`config.mk`:
```
export PLATFORM = sky130hd
export DESIGN_NAME = averaging_voltmeter_min_max
export DESIGN_NICKNAME = d
export VERILOG_FILES = /design/src/sv/avm_pkg.sv /design/src/sv/avm_core.sv /design/src/sv/avm_out.sv /design/src/sv/averaging_voltmeter_min_max.sv
export SDC_FILE = /design/constraint.sdc
export NUM_CORES = 1
export LEC_CHECK = 0
export BUFFER_PORTS_ARGS = -buffer_cell sky130_fd_sc_hd__buf_4
export CORE_MARGIN = 2
export CORE_UTILIZATION = 35
export CTS_CLUSTER_DIAMETER = 80
export DETAILED_ROUTE_END_ITERATION = 6
export GPL_TIMING_DRIVEN = 0
export HOLD_SLACK_MARGIN = 0.12
export SYNTH_ARGS = -nofsm -noshare
export SYNTH_HDL_FRONTEND = slang
export SYNTH_HIERARCHICAL = 1
export SYNTH_SLANG_ARGS = --single-unit
```
`constraint.sdc`:
```
create_clock -name clk_i -period 12.5 [get_ports clk_i]
set_clock_uncertainty 0.05 [all_clocks]
set_input_delay 3.75 -clock clk_i [delete_from_list [all_inputs] [get_ports clk_i]]
set_output_delay 3.75 -clock clk_i [all_outputs]
set_load 0.01 [all_outputs]
```
`src/sv/avm_pkg.sv`:
```
`default_nettype none

package avm_pkg;

  // Input item kinds
  typedef enum logic [1:0] {
    KIND_BATCH  = 2'd0,
    KIND_SERIAL = 2'd1,
    KIND_TICK   = 2'd2
  } kind_e;

  // Result item kinds
  typedef enum logic {
    OUT_SERIAL  = 1'b0,
    OUT_DISPLAY = 1'b1
  } out_kind_e;

  localparam int unsigned SampleW = 10;
  localparam int unsigned TenthsW = 6;
  localparam int unsigned BeatW   = 2;

  localparam logic [TenthsW-1:0] FullTenths = 6'd33;
  localparam logic [BeatW-1:0]   BeatLast   = 2'd3;

  // Reply beats
  localparam logic [BeatW-1:0] BeatTens  = 2'd0;
  localparam logic [BeatW-1:0] BeatPoint = 2'd1;
  localparam logic [BeatW-1:0] BeatUnits = 2'd2;

  localparam logic [7:0] CharMax   = 8'h4D;  // 'M'
  localparam logic [7:0] CharMin   = 8'h6D;  // 'm'
  localparam logic [7:0] CharPoint = 8'h2E;  // '.'
  localparam logic [7:0] CharVolt  = 8'h56;  // 'V'
  localparam logic [7:0] CharZero  = 8'h30;

  // One result job handed from the core stage to the output stage
  typedef struct packed {
    logic       disp;
    logic [3:0] tens;
    logic [3:0] units;
    logic       digit_high;
    logic [6:0] seg;
  } avm_job_t;

  // x / 1023 for x < 2046*1024: estimate x>>10, remainder below 2*1023
  function automatic logic [TenthsW-1:0] div_1023(input logic [15:0] x);
    logic [5:0]  q;
    logic [10:0] r;
    begin
      q = x[15:10];
      r = {1'b0, x[9:0]} + {5'd0, q};
      if (r >= 11'd1023) begin
        q = q + 6'd1;
      end
      return q;
    end
  endfunction

  function automatic logic [3:0] tens_of(input logic [TenthsW-1:0] v);
    logic [3:0] t;
    begin
      if (v >= 6'd60)      t = 4'd6;
      else if (v >= 6'd50) t = 4'd5;
      else if (v >= 6'd40) t = 4'd4;
      else if (v >= 6'd30) t = 4'd3;
      else if (v >= 6'd20) t = 4'd2;
      else if (v >= 6'd10) t = 4'd1;
      else                 t = 4'd0;
      return t;
    end
  endfunction

  function automatic logic [3:0] units_of(input logic [TenthsW-1:0] v);
    logic [6:0] tens10;
    logic [6:0] diff;
    begin
      tens10 = {3'd0, tens_of(v)} * 7'd10;
      diff   = {1'b0, v} - tens10;
      return diff[3:0];
    end
  endfunction

  function automatic logic [6:0] seg_of(input logic [3:0] d);
    logic [6:0] s;
    begin
      case (d)
        4'd0:    s = 7'h3F;
        4'd1:    s = 7'h06;
        4'd2:    s = 7'h5B;
        4'd3:    s = 7'h4F;
        4'd4:    s = 7'h66;
        4'd5:    s = 7'h6D;
        4'd6:    s = 7'h7D;
        4'd7:    s = 7'h07;
        4'd8:    s = 7'h7F;
        4'd9:    s = 7'h6F;
        default: s = 7'h00;
      endcase
      return s;
    end
  endfunction

endpackage

`default_nettype wire

```
`src/sv/avm_core.sv`:
```
`default_nettype none

// Measurement state and per-item decode, fed from the input register
module avm_core import avm_pkg::*; (
  input  wire logic               clk_i,
  input  wire logic               rst_ni,
  input  wire logic               adv_i,     // item in input register moves on
  input  wire logic [1:0]         kind_i,
  input  wire logic [SampleW-1:0] sample_a_i,
  input  wire logic [SampleW-1:0] sample_b_i,
  input  wire logic [SampleW-1:0] sample_c_i,
  input  wire logic [SampleW-1:0] sample_d_i,
  input  wire logic [7:0]         rx_char_i,
  output logic                    job_vld_o,  // item yields results
  output avm_job_t                job_o
);

  logic [TenthsW-1:0] reading_q, reading_d;
  logic [TenthsW-1:0] lowest_q, lowest_d;
  logic [TenthsW-1:0] highest_q, highest_d;
  logic               toggle_q, toggle_d;

  logic [11:0]        sum;
  logic [15:0]        scaled;
  logic [TenthsW-1:0] new_reading;
  logic [TenthsW-1:0] reply_val;
  logic [3:0]         disp_digit;

  always_comb begin
    sum         = {2'd0, sample_a_i} + {2'd0, sample_b_i}
                + {2'd0, sample_c_i} + {2'd0, sample_d_i};
    scaled      = {6'd0, sum[11:2]} * 16'd33 + 16'd511;
    new_reading = div_1023(scaled);
    disp_digit  = toggle_q ? tens_of(reading_q) : units_of(reading_q);
  end

  always_comb begin
    reading_d = reading_q;
    lowest_d  = lowest_q;
    highest_d = highest_q;
    toggle_d  = toggle_q;
    job_vld_o = 1'b0;
    reply_val = highest_q;
    job_o     = '0;
    case (kind_e'(kind_i))
      KIND_BATCH: begin
        reading_d = new_reading;
        if (new_reading > highest_q) highest_d = new_reading;
        if (new_reading < lowest_q)  lowest_d  = new_reading;
      end
      KIND_SERIAL: begin
        if (rx_char_i == CharMax) begin
          job_vld_o = 1'b1;
          reply_val = highest_q;
        end else if (rx_char_i == CharMin) begin
          job_vld_o = 1'b1;
          reply_val = lowest_q;
        end
        job_o.disp  = 1'b0;
        job_o.tens  = tens_of(reply_val);
        job_o.units = units_of(reply_val);
      end
      KIND_TICK: begin
        job_vld_o        = 1'b1;
        job_o.disp       = 1'b1;
        job_o.digit_high = toggle_q;
        job_o.seg        = seg_of(disp_digit);
        toggle_d         = ~toggle_q;
      end
      default: begin
      end
    endcase
  end

  always_ff @(posedge clk_i or negedge rst_ni) begin
    if (!rst_ni) begin
      reading_q <= '0;
      lowest_q  <= FullTenths;
      highest_q <= '0;
      toggle_q  <= 1'b0;
    end else if (adv_i) begin
      reading_q <= reading_d;
      lowest_q  <= lowest_d;
      highest_q <= highest_d;
      toggle_q  <= toggle_d;
    end
  end

endmodule

`default_nettype wire

```
`src/sv/avm_out.sv`:
```
`default_nettype none

// Result register: holds one job and plays it out as one or four items
module avm_out import avm_pkg::*; (
  input  wire logic     clk_i,
  input  wire logic     rst_ni,
  input  wire logic     load_i,
  input  wire avm_job_t job_i,
  output logic          free_o,    // can take a job this cycle
  output logic          tvalid_o,
  input  wire logic     tready_i,
  output logic [15:0]   tdata_o,
  output logic          tuser_o,
  output logic          tlast_o
);

  logic               vld_q, vld_d;
  logic [BeatW-1:0]   beat_q, beat_d;
  avm_job_t           job_q;
  logic [7:0]         tx_char;
  logic               fire;

  always_comb begin
    case (beat_q)
      BeatTens:  tx_char = CharZero + {4'd0, job_q.tens};
      BeatPoint: tx_char = CharPoint;
      BeatUnits: tx_char = CharZero + {4'd0, job_q.units};
      default:   tx_char = CharVolt;
    endcase
  end

  always_comb begin
    tvalid_o = vld_q;
    tlast_o  = job_q.disp || (beat_q == BeatLast);
    fire     = vld_q && tready_i;
    free_o   = !vld_q || (fire && tlast_o);
    if (job_q.disp) begin
      tuser_o = OUT_DISPLAY;
      tdata_o = {job_q.seg, job_q.digit_high, 8'd0};
    end else begin
      tuser_o = OUT_SERIAL;
      tdata_o = {8'd0, tx_char};
    end
  end

  always_comb begin
    vld_d  = vld_q;
    beat_d = beat_q;
    if (load_i) begin
      vld_d  = 1'b1;
      beat_d = BeatTens;
    end else if (fire) begin
      if (tlast_o) vld_d = 1'b0;
      else         beat_d = beat_q + 2'd1;
    end
  end

  always_ff @(posedge clk_i or negedge rst_ni) begin
    if (!rst_ni) begin
      vld_q  <= 1'b0;
      beat_q <= BeatTens;
    end else begin
      vld_q  <= vld_d;
      beat_q <= beat_d;
    end
  end

  always_ff @(posedge clk_i) begin
    if (load_i) job_q <= job_i;
  end

endmodule

`default_nettype wire

```
`src/sv/averaging_voltmeter_min_max.sv`:
```
`default_nettype none

// Averaging voltmeter with running min/max. A batch item (tuser 0) brings four
// 10-bit samples; their mean is scaled to tenths of a volt (0..33, rounded) and
// becomes the current reading, and the running minimum and maximum follow it.
// Batches give no output. A serial item (tuser 1) carrying 'M' or 'm' answers
// with four bytes "d.dV" of the maximum or minimum (minimum reads 3.3V until
// the first batch); other characters are dropped. A display tick (tuser 2)
// gives one item with the digit select and seven-segment code of the current
// reading, units digit first, then alternating. Tuser 3 is ignored.
// Timing: an item passes an input register and then a result register before
// its first result can be taken. Batches go at one item per cycle, and ticks
// too while the result register is free; a serial reply holds the result
// register for four output beats, so a following item that has results waits
// until the last byte 'V' is taken, while a batch or a dropped item behind it
// still passes.

module averaging_voltmeter_min_max import avm_pkg::*; (
  input  wire logic        clk_i,
  input  wire logic        rst_ni,
  input  wire logic        s_axis_tvalid_i,
  output logic             s_axis_tready_o,
  // [9:0] sample_a, [19:10] sample_b, [29:20] sample_c, [39:30] sample_d,
  // [47:40] rx_char
  input  wire logic [47:0] s_axis_tdata_i,
  // [1:0] kind
  input  wire logic [1:0]  s_axis_tuser_i,
  output logic             m_axis_tvalid_o,
  input  wire logic        m_axis_tready_i,
  // [7:0] tx_char, [8] digit_high, [15:9] segments
  output logic [15:0]      m_axis_tdata_o,
  // [0] out_kind
  output logic             m_axis_tuser_o,
  output logic             m_axis_tlast_o
);

  // Input register
  logic        in_vld_q;
  logic [47:0] in_data_q;
  logic [1:0]  in_kind_q;

  logic     adv;
  logic     job_vld;
  avm_job_t job;
  logic     out_free;

  // Item leaves the input register when it has no results or the
  // result register can take its job.
  assign adv             = in_vld_q && (!job_vld || out_free);
  assign s_axis_tready_o = !in_vld_q || adv;

  always_ff @(posedge clk_i or negedge rst_ni) begin
    if (!rst_ni) begin
      in_vld_q <= 1'b0;
    end else if (s_axis_tready_o) begin
      in_vld_q <= s_axis_tvalid_i;
    end
  end

  always_ff @(posedge clk_i) begin
    if (s_axis_tready_o && s_axis_tvalid_i) begin
      in_data_q <= s_axis_tdata_i;
      in_kind_q <= s_axis_tuser_i;
    end
  end

  avm_core u_core (
    .clk_i      (clk_i),
    .rst_ni     (rst_ni),
    .adv_i      (adv),
    .kind_i     (in_kind_q),
    .sample_a_i (in_data_q[9:0]),
    .sample_b_i (in_data_q[19:10]),
    .sample_c_i (in_data_q[29:20]),
    .sample_d_i (in_data_q[39:30]),
    .rx_char_i  (in_data_q[47:40]),
    .job_vld_o  (job_vld),
    .job_o      (job)
  );

  avm_out u_out (
    .clk_i    (clk_i),
    .rst_ni   (rst_ni),
    .load_i   (adv && job_vld),
    .job_i    (job),
    .free_o   (out_free),
    .tvalid_o (m_axis_tvalid_o),
    .tready_i (m_axis_tready_i),
    .tdata_o  (m_axis_tdata_o),
    .tuser_o  (m_axis_tuser_o),
    .tlast_o  (m_axis_tlast_o)
  );

endmodule

`default_nettype wire
```
## Yosys cells after proc, flatten, opt, wreduce, memory -nomap -nowiden

Memory sizes are Yosys's and may differ from the RTL's. A register that Yosys moved wholly into a read port is not among the register bits.
Index checks and enable logic that the tools add are counted.

- Bits in registers: 83
- Memory bits (writable): 0
- Memories: 1
- Word-level logic and storage cells: 106
- Latch bits: 0
- Bits of input ports: 54
- Bits in read-only memories: 112

Memories:

| name | depth | bits a word | read ports | clocked after Yosys merged registers in | wr ports | line | source |
|---|---|---|---|---|---|---|---|
| (name not given) | 16 | 7 | 1 | 1 | 0 | avm_pkg.sv:86 | `case (d)` |

- Shift operators: 0
- Order comparisons: 15
- Equal/unequal tests: 8
- Add/subtract/negate cells: 11
- Reductions and logical operators: 23
- $mul: 3
- Divide/modulo/power cells: 0
- Mux-type cells: 31
- Bitwise logic cells: 1

Operators with widths:

| operator | number |
|---|---|
| 4-bit two-way mux | 11 |
| 6-bit >= comparator, second input constant | 6 |
| 12-bit by 10-bit adder with 12-bit output | 2 |
| 6-bit by 5-bit >= comparator with 1-bit output, second input constant | 4 |
| 6-bit two-way mux | 4 |
| 8-bit one-hot mux with 3 select lines | 1 |
| 16-bit by 9-bit adder with 16-bit output, second input constant | 1 |
| 8-bit by 7-bit equality test with 1-bit output, second input constant | 2 |
| 10-bit by 6-bit multiplier with 16-bit output, second input constant | 1 |
| 16-bit two-way mux | 1 |
| 6-bit by 4-bit adder with 7-bit output, first input constant | 2 |
| 6-bit by 4-bit >= comparator with 1-bit output, second input constant | 2 |
| 10-bit by 10-bit adder with 11-bit output | 1 |
| 10-bit by 6-bit adder with 11-bit output | 1 |
| 11-bit by 10-bit >= comparator with 1-bit output, second input constant | 1 |
| 1-bit two-way mux | 9 |
| 4-bit by 3-bit multiplier with 3-bit output, second input constant | 2 |
| 2-bit two-way mux | 4 |
| 2-bit AND reduction | 4 |
| 4-bit subtractor | 2 |
| 6-bit by 1-bit adder with 6-bit output, second input constant | 1 |
| 2-bit equality test, second input constant | 3 |
| 6-bit greater-than comparator | 1 |
| 6-bit less-than comparator | 1 |
| 11 further kinds | 25 |

## Longest topological paths before layout

- Word-level depth: 14
- Gate-level depth with buffers: 41

## By module

Netlist, hierarchy kept.

Modules (own cells, without submodules):

| module | times used | area each (µm²) | cells each |
|---|---|---|---|
| avm_core | 1 | 4210.3 | 533 |
| averaging_voltmeter_min_max | 1 | 1580.3 | 57 |
| avm_out | 1 | 863.3 | 62 |

## Worst setup path after synthesis

No wires, ideal clock.

- Path kind: register to register
- Start: register in_data_q[1]
- End: register u_core.lowest_q[1]
- Setup slack: 3401 ps
- Data arrival time: 8922 ps
- Stages on the path, launching flop included: 40
- Path buffers: 1
- Period minus slack after synthesis: 9099 ps
- Data required time: 12322 ps
- Path through: edfxtp_1 -> inv_1 -> fa_1 -> inv_1 -> fa_1 -> and3b_1 -> buf_2 -> fa_1 -> a21oi_1 -> nor2b_1 -> nor2_1 -> xnor2_1 -> fa_1 -> inv_1 -> ha_1 -> xor2_1 -> ha_1 -> nand3_1 -> (+4 left out) -> inv_1 -> ha_1 -> inv_1 -> fa_1 -> nand4b_1 -> a311oi_1 -> a311oi_1 -> o41a_1 -> nor4_4 -> and4b_1 -> xor2_1 -> ha_1 -> a21o_1 -> a21o_1 -> a211oi_1 -> and3b_1 -> a21oi_2 -> mux2_1

- Cells in the longest elaborated chain, start to end: 10
- Elaborated cells on any way between the ends: 11
- Classes of those cells: 6 x add/sub; 1 x mul; 2 x order compare; 1 x mux; 1 x reduce/logical

Ends and longest elaborated chain:

| item | line | source |
|---|---|---|
| start: declaration | averaging_voltmeter_min_max.sv:39 | `logic [47:0] in_data_q;` |
| start signal: assignment | averaging_voltmeter_min_max.sv:62 | `in_data_q <= s_axis_tdata_i;` |
| 10-bit by 10-bit adder with 11-bit output (*) | avm_core.sv:30 | `sum = {2'd0, sample_a_i} + {2'd0, sample_b_i}` |
| 12-bit by 10-bit adder with 12-bit output (*) (2 in a row) | avm_core.sv:31 | `+ {2'd0, sample_c_i} + {2'd0, sample_d_i};` |
| 10-bit by 6-bit multiplier with 16-bit output (*) | avm_core.sv:32 | `scaled = {6'd0, sum[11:2]} * 16'd33 + 16'd511;` |
| 16-bit by 9-bit adder with 16-bit output (*) | avm_core.sv:32 |  |
| 10-bit by 6-bit adder with 11-bit output | avm_pkg.sv:51 | `r = {1'b0, x[9:0]} + {5'd0, q};` |
| 11-bit by 10-bit >= comparator with 1-bit output | avm_pkg.sv:52 | `if (r >= 11'd1023) begin` |
| 6-bit two-way mux (*) | avm_pkg.sv:52 |  |
| net u_core.new_reading[3] | avm_core.sv:25 | `logic [TenthsW-1:0] new_reading;` |
| 6-bit less-than comparator (*) | avm_core.sv:49 | `if (new_reading < lowest_q) lowest_d = new_reading;` |
| 3-bit AND reduction (no source line) (*) | -- |  |
| end signal: assignment | avm_core.sv:78 | `lowest_q <= FullTenths;` |
| end signal: assignment | avm_core.sv:83 | `lowest_q <= lowest_d;` |
| end: declaration | avm_core.sv:19 | `logic [TenthsW-1:0] lowest_q, lowest_d;` |

The timed path passes the listed nets; every way through them passes the cells marked *.
A chain may end at the register's enable or synchronous reset.

## Final worst setup path

- Start: register in_data_q[1]
- End: register u_core.highest_q[5]

- Cells in the longest elaborated chain, start to end: 10
- Elaborated cells on any way between the ends: 11
- Classes of those cells: 6 x add/sub; 1 x mul; 2 x order compare; 1 x mux; 1 x reduce/logical

Ends and longest elaborated chain:

| item | line | source |
|---|---|---|
| 10-bit by 10-bit adder with 11-bit output (*) | avm_core.sv:30 |  |
| 12-bit by 10-bit adder with 12-bit output (*) (2 in a row) | avm_core.sv:31 |  |
| 10-bit by 6-bit multiplier with 16-bit output (*) | avm_core.sv:32 |  |
| 16-bit by 9-bit adder with 16-bit output (*) | avm_core.sv:32 |  |
| 10-bit by 6-bit adder with 11-bit output | avm_pkg.sv:51 |  |
| 11-bit by 10-bit >= comparator with 1-bit output | avm_pkg.sv:52 |  |
| 6-bit two-way mux (*) | avm_pkg.sv:52 |  |
| net u_core.new_reading[3] | avm_core.sv:25 |  |
| 6-bit greater-than comparator (*) | avm_core.sv:48 | `if (new_reading > highest_q) highest_d = new_reading;` |
| 3-bit AND reduction (no source line) (*) | -- |  |
| end signal: assignment | avm_core.sv:84 | `highest_q <= highest_d;` |
| end: declaration | avm_core.sv:20 | `logic [TenthsW-1:0] highest_q, highest_d;` |

Marks and branches as above.

==> metrics.cfg <==
[outcome]
status=completed

[synthesis]
synth-edff-count=67
avgSynthCellArea_um2=10.2
synth_cell_type_count=77
synth_top_cell_area_share_pct=30.2
synth-main-ff-cell=edfxtp_1
synthArstFlopShare_pct=25.6
syn_nets=794
yosysWarnings=6
yosysTopAreaCell=edfxtp_1
ys_ff_latch=90
synth_cells=652
synthTopCellsByArea=edfxtp_1 (30%), ha_1 (12%), dfrtp_1 (7.9%)
syn-cell-area_um2=6650
ys_seq_area_share_pct=38.9

[worst_setup_path]
critPathRequiredTime_ns=12.68
ff2ff_path_depth=34
worstPathMaxFanout=8
path_buf_inv=4
critPathCaptureType=flop
r2r_slack_ns=1.89
cp_slowest_stage_delay_ns=0.84
cp-startpoint=in_data_q[1]$_DFFE_PP_
rr_startpoint=in_data_q[1]$_DFFE_PP_
crit_path_top_delay_cell=a211oi_1
regToRegEndpoint=u_core/highest_q[5]$_DFFE_PN0P_
critical_path_class=flop to flop
cp.depth=34
critPathArrivalTime_ns=10.79
start_kind=flop
cp-endpoint=u_core/highest_q[5]$_DFFE_PN0P_
cp_top_family=compound AO/OA/AOI/OAI gates

[clocking]
htreeDepth=3
clkSinkCount=90
cts_tree=yes
clock_latency_ns=0.35
root_buffer=clkbuf_16
clk_pin_slew_ns=0.07
hold_buffers=0
clockBufferDepth=2
cts_resized=0
postCtsSetupBuffers=0
cts_buffers=9

[grt]
antenna_found_initial=0
grt_pass1_vias=4634
grt_use_total_pct=13.1
grt_overflow=0
grt_pass1_wl_um=21200
grt_max_degree=51

[detailed_routing]
drcViolationCount=0
vias=4783
postRouteAntennaNets=0
totalWireLength_um=12600
drt_iter0_drc=335
dr.pass1.iters=5
vias_per_cell=4.91
wire_per_inst_um=12.9

[finish]
fillCellCount=1835
diodes=0
layout_common_cells=inv_1 (105), buf_4 (74), edfxtp_1 (67)
layout_commonest_cell=inv_1
drive_gt1_share_pct=16.4
nets=877
area_growth_pct=17.5

[timing]
finalCriticalPeriod_ns=10.61
fin_crit_sh_pct=84.9
setup_violations=0
max-slew-margin-rel_pct=32.1
setup-tns-final_ns=0
worst_slew_pin_slew_ns=1.01
finalHoldViolCount=0
rsz0062_at_grt=false
slew_viol_final=0
fmax_ghz=0.0943

[placed_design]
hpwl_um=9950
port_buffers=72
place_congestion=0.856

[floorplanning]
row_count=50
die_x_um=142
coreArea_um2=18700
ioPinCount=74
dieArea_um2=20100
start_util_pct=35.6
die_h_um=142

[run]
maxCapViolCount=0

[worst_hold_path]
hold_start=u_core/reading_q[0]$_DFFE_PN0P_
hold_class=flop to flop

[cells in the mapped netlist, types with 3 or more instances]
library cell	instances
a21o_1	8
a311oi_1	3
o2111ai_1	4
nand4_1	6
a22oi_1	3
and2_1	13
nor3_1	10
o21ai_0	24
mux2i_1	8
a31oi_1	3
nor2b_1	13
a221oi_1	3
a2111oi_0	5
edfxtp_1	67
o22ai_1	3
nand2_1	40
o21a_1	3
a21oi_2	3
clkbuf_1	5
mux2_2	9
dfrtp_1	21
a21oi_1	30
nor2_1	50
nand2b_1	11
mux2_1	6
fa_1	25
xor2_1	8
a211oi_1	5
xnor2_1	18
and3_1	5
nand3_1	13
ha_1	63
inv_1	105
o31ai_1	3
and3b_1	3
[metrics by stage]
| stage | instances | setup slack (ns) | area (um2) | utilization (%) | hold slack [ns] |
|---|---|---|---|---|---|
| floorplan | 652 | 3.40 | 6650 | - | 0.399 |
| global placement | 958 | 1.75 | 7490 | 40.0 | 0.411 |
| detailed placement | 958 | 1.85 | 7490 | 40.0 | 0.422 |
| CTS | 974 | 1.81 | 7820 | 41.8 | 0.438 |
| global route | 974 | 1.05 | 7820 | 41.8 | 0.455 |
| finish | 974 | 1.89 | 7820 | 41.8 | 0.434 |
[state kept, by name (all words and copies together) (netlist names)]
| signal | flops |
|---|---|
| in_data_q | 48 |
| u_out/job_q | 17 |
| u_core/highest_q | 6 |
| u_core/lowest_q | 6 |
| u_core/reading_q | 6 |
| in_kind_q | 2 |
| u_out/beat_q | 2 |
| in_vld_q | 1 |
| u_core/toggle_q | 1 |
| u_out/tvalid_o | 1 |
[layer usage]
metal	up-vias	share of wire, %	global-route usage [%]
met5	-	0	0
met4	0	1.9	4.05
met3	16	3.3	2.83
met2	95	51	23.8
met1	2231	44	15.6
li1	2441	-	-
[worst reg2reg max path, delay by kind of cell (launching register included)]
family,cells,cell delay [ns]
buffers and inverters,4,0.38
AND/OR/NAND/NOR,7,1.29
AO/OA/AOI/OAI,12,4.33
XOR/XNOR,2,0.66
multiplexers,1,0.42
flip-flops,1,0.32
adder cells (fa/ha/maj),8,3.02
[area by class of cell]
class                           instances  area [um2]  share of cell area [%]
Timing Repair Buffer                   72         541                    6.91
Clock inverter                          7         108                    1.38
Tap cell                              234         293                    3.74
Sequential cell                        90        2590                    33.1
Buffer                                 10        55.1                   0.704
Multi-Input combinational cell        446        3610                    46.2
Inverter                              106         398                    5.09
Clock buffer                            9         225                    2.88
[kinds of logic (layout without fill, tap and decap cells)]
group	count (synthesis)	after routing	share of synthesized area, %
other	2	2	0.113
xor gates and xnor gates	27	27	3.67
DFF	90	90	38.9
and+or+nand+nor	185	185	14.7
adders and majority gates	88	88	19.4
muxes	24	24	3.97
buffers and inverters	116	204	6.81
AOI/OAI and AO/OA	120	120	12.4
[worst min-delay path by stage]
stage / endpoint / cells after the start
final: u_core/reading_q[0]$_DFFE_PN0P_ / 2
after global routing: u_core/reading_q[0]$_DFFE_PN0P_ / 2
after CTS: u_core/reading_q[0]$_DFFE_PN0P_ / 2
after detailed placement: u_core/reading_q[0]$_DFFE_PN0P_ / 2
after global placement: u_core/reading_q[0]$_DFFE_PN0P_ / 2
after floorplan: u_core/reading_q[0]$_DFFE_PN0P_ / 2
Power is not shown: default switching activity piles up to over one toggle a cycle in this logic, so the estimate is an artifact.
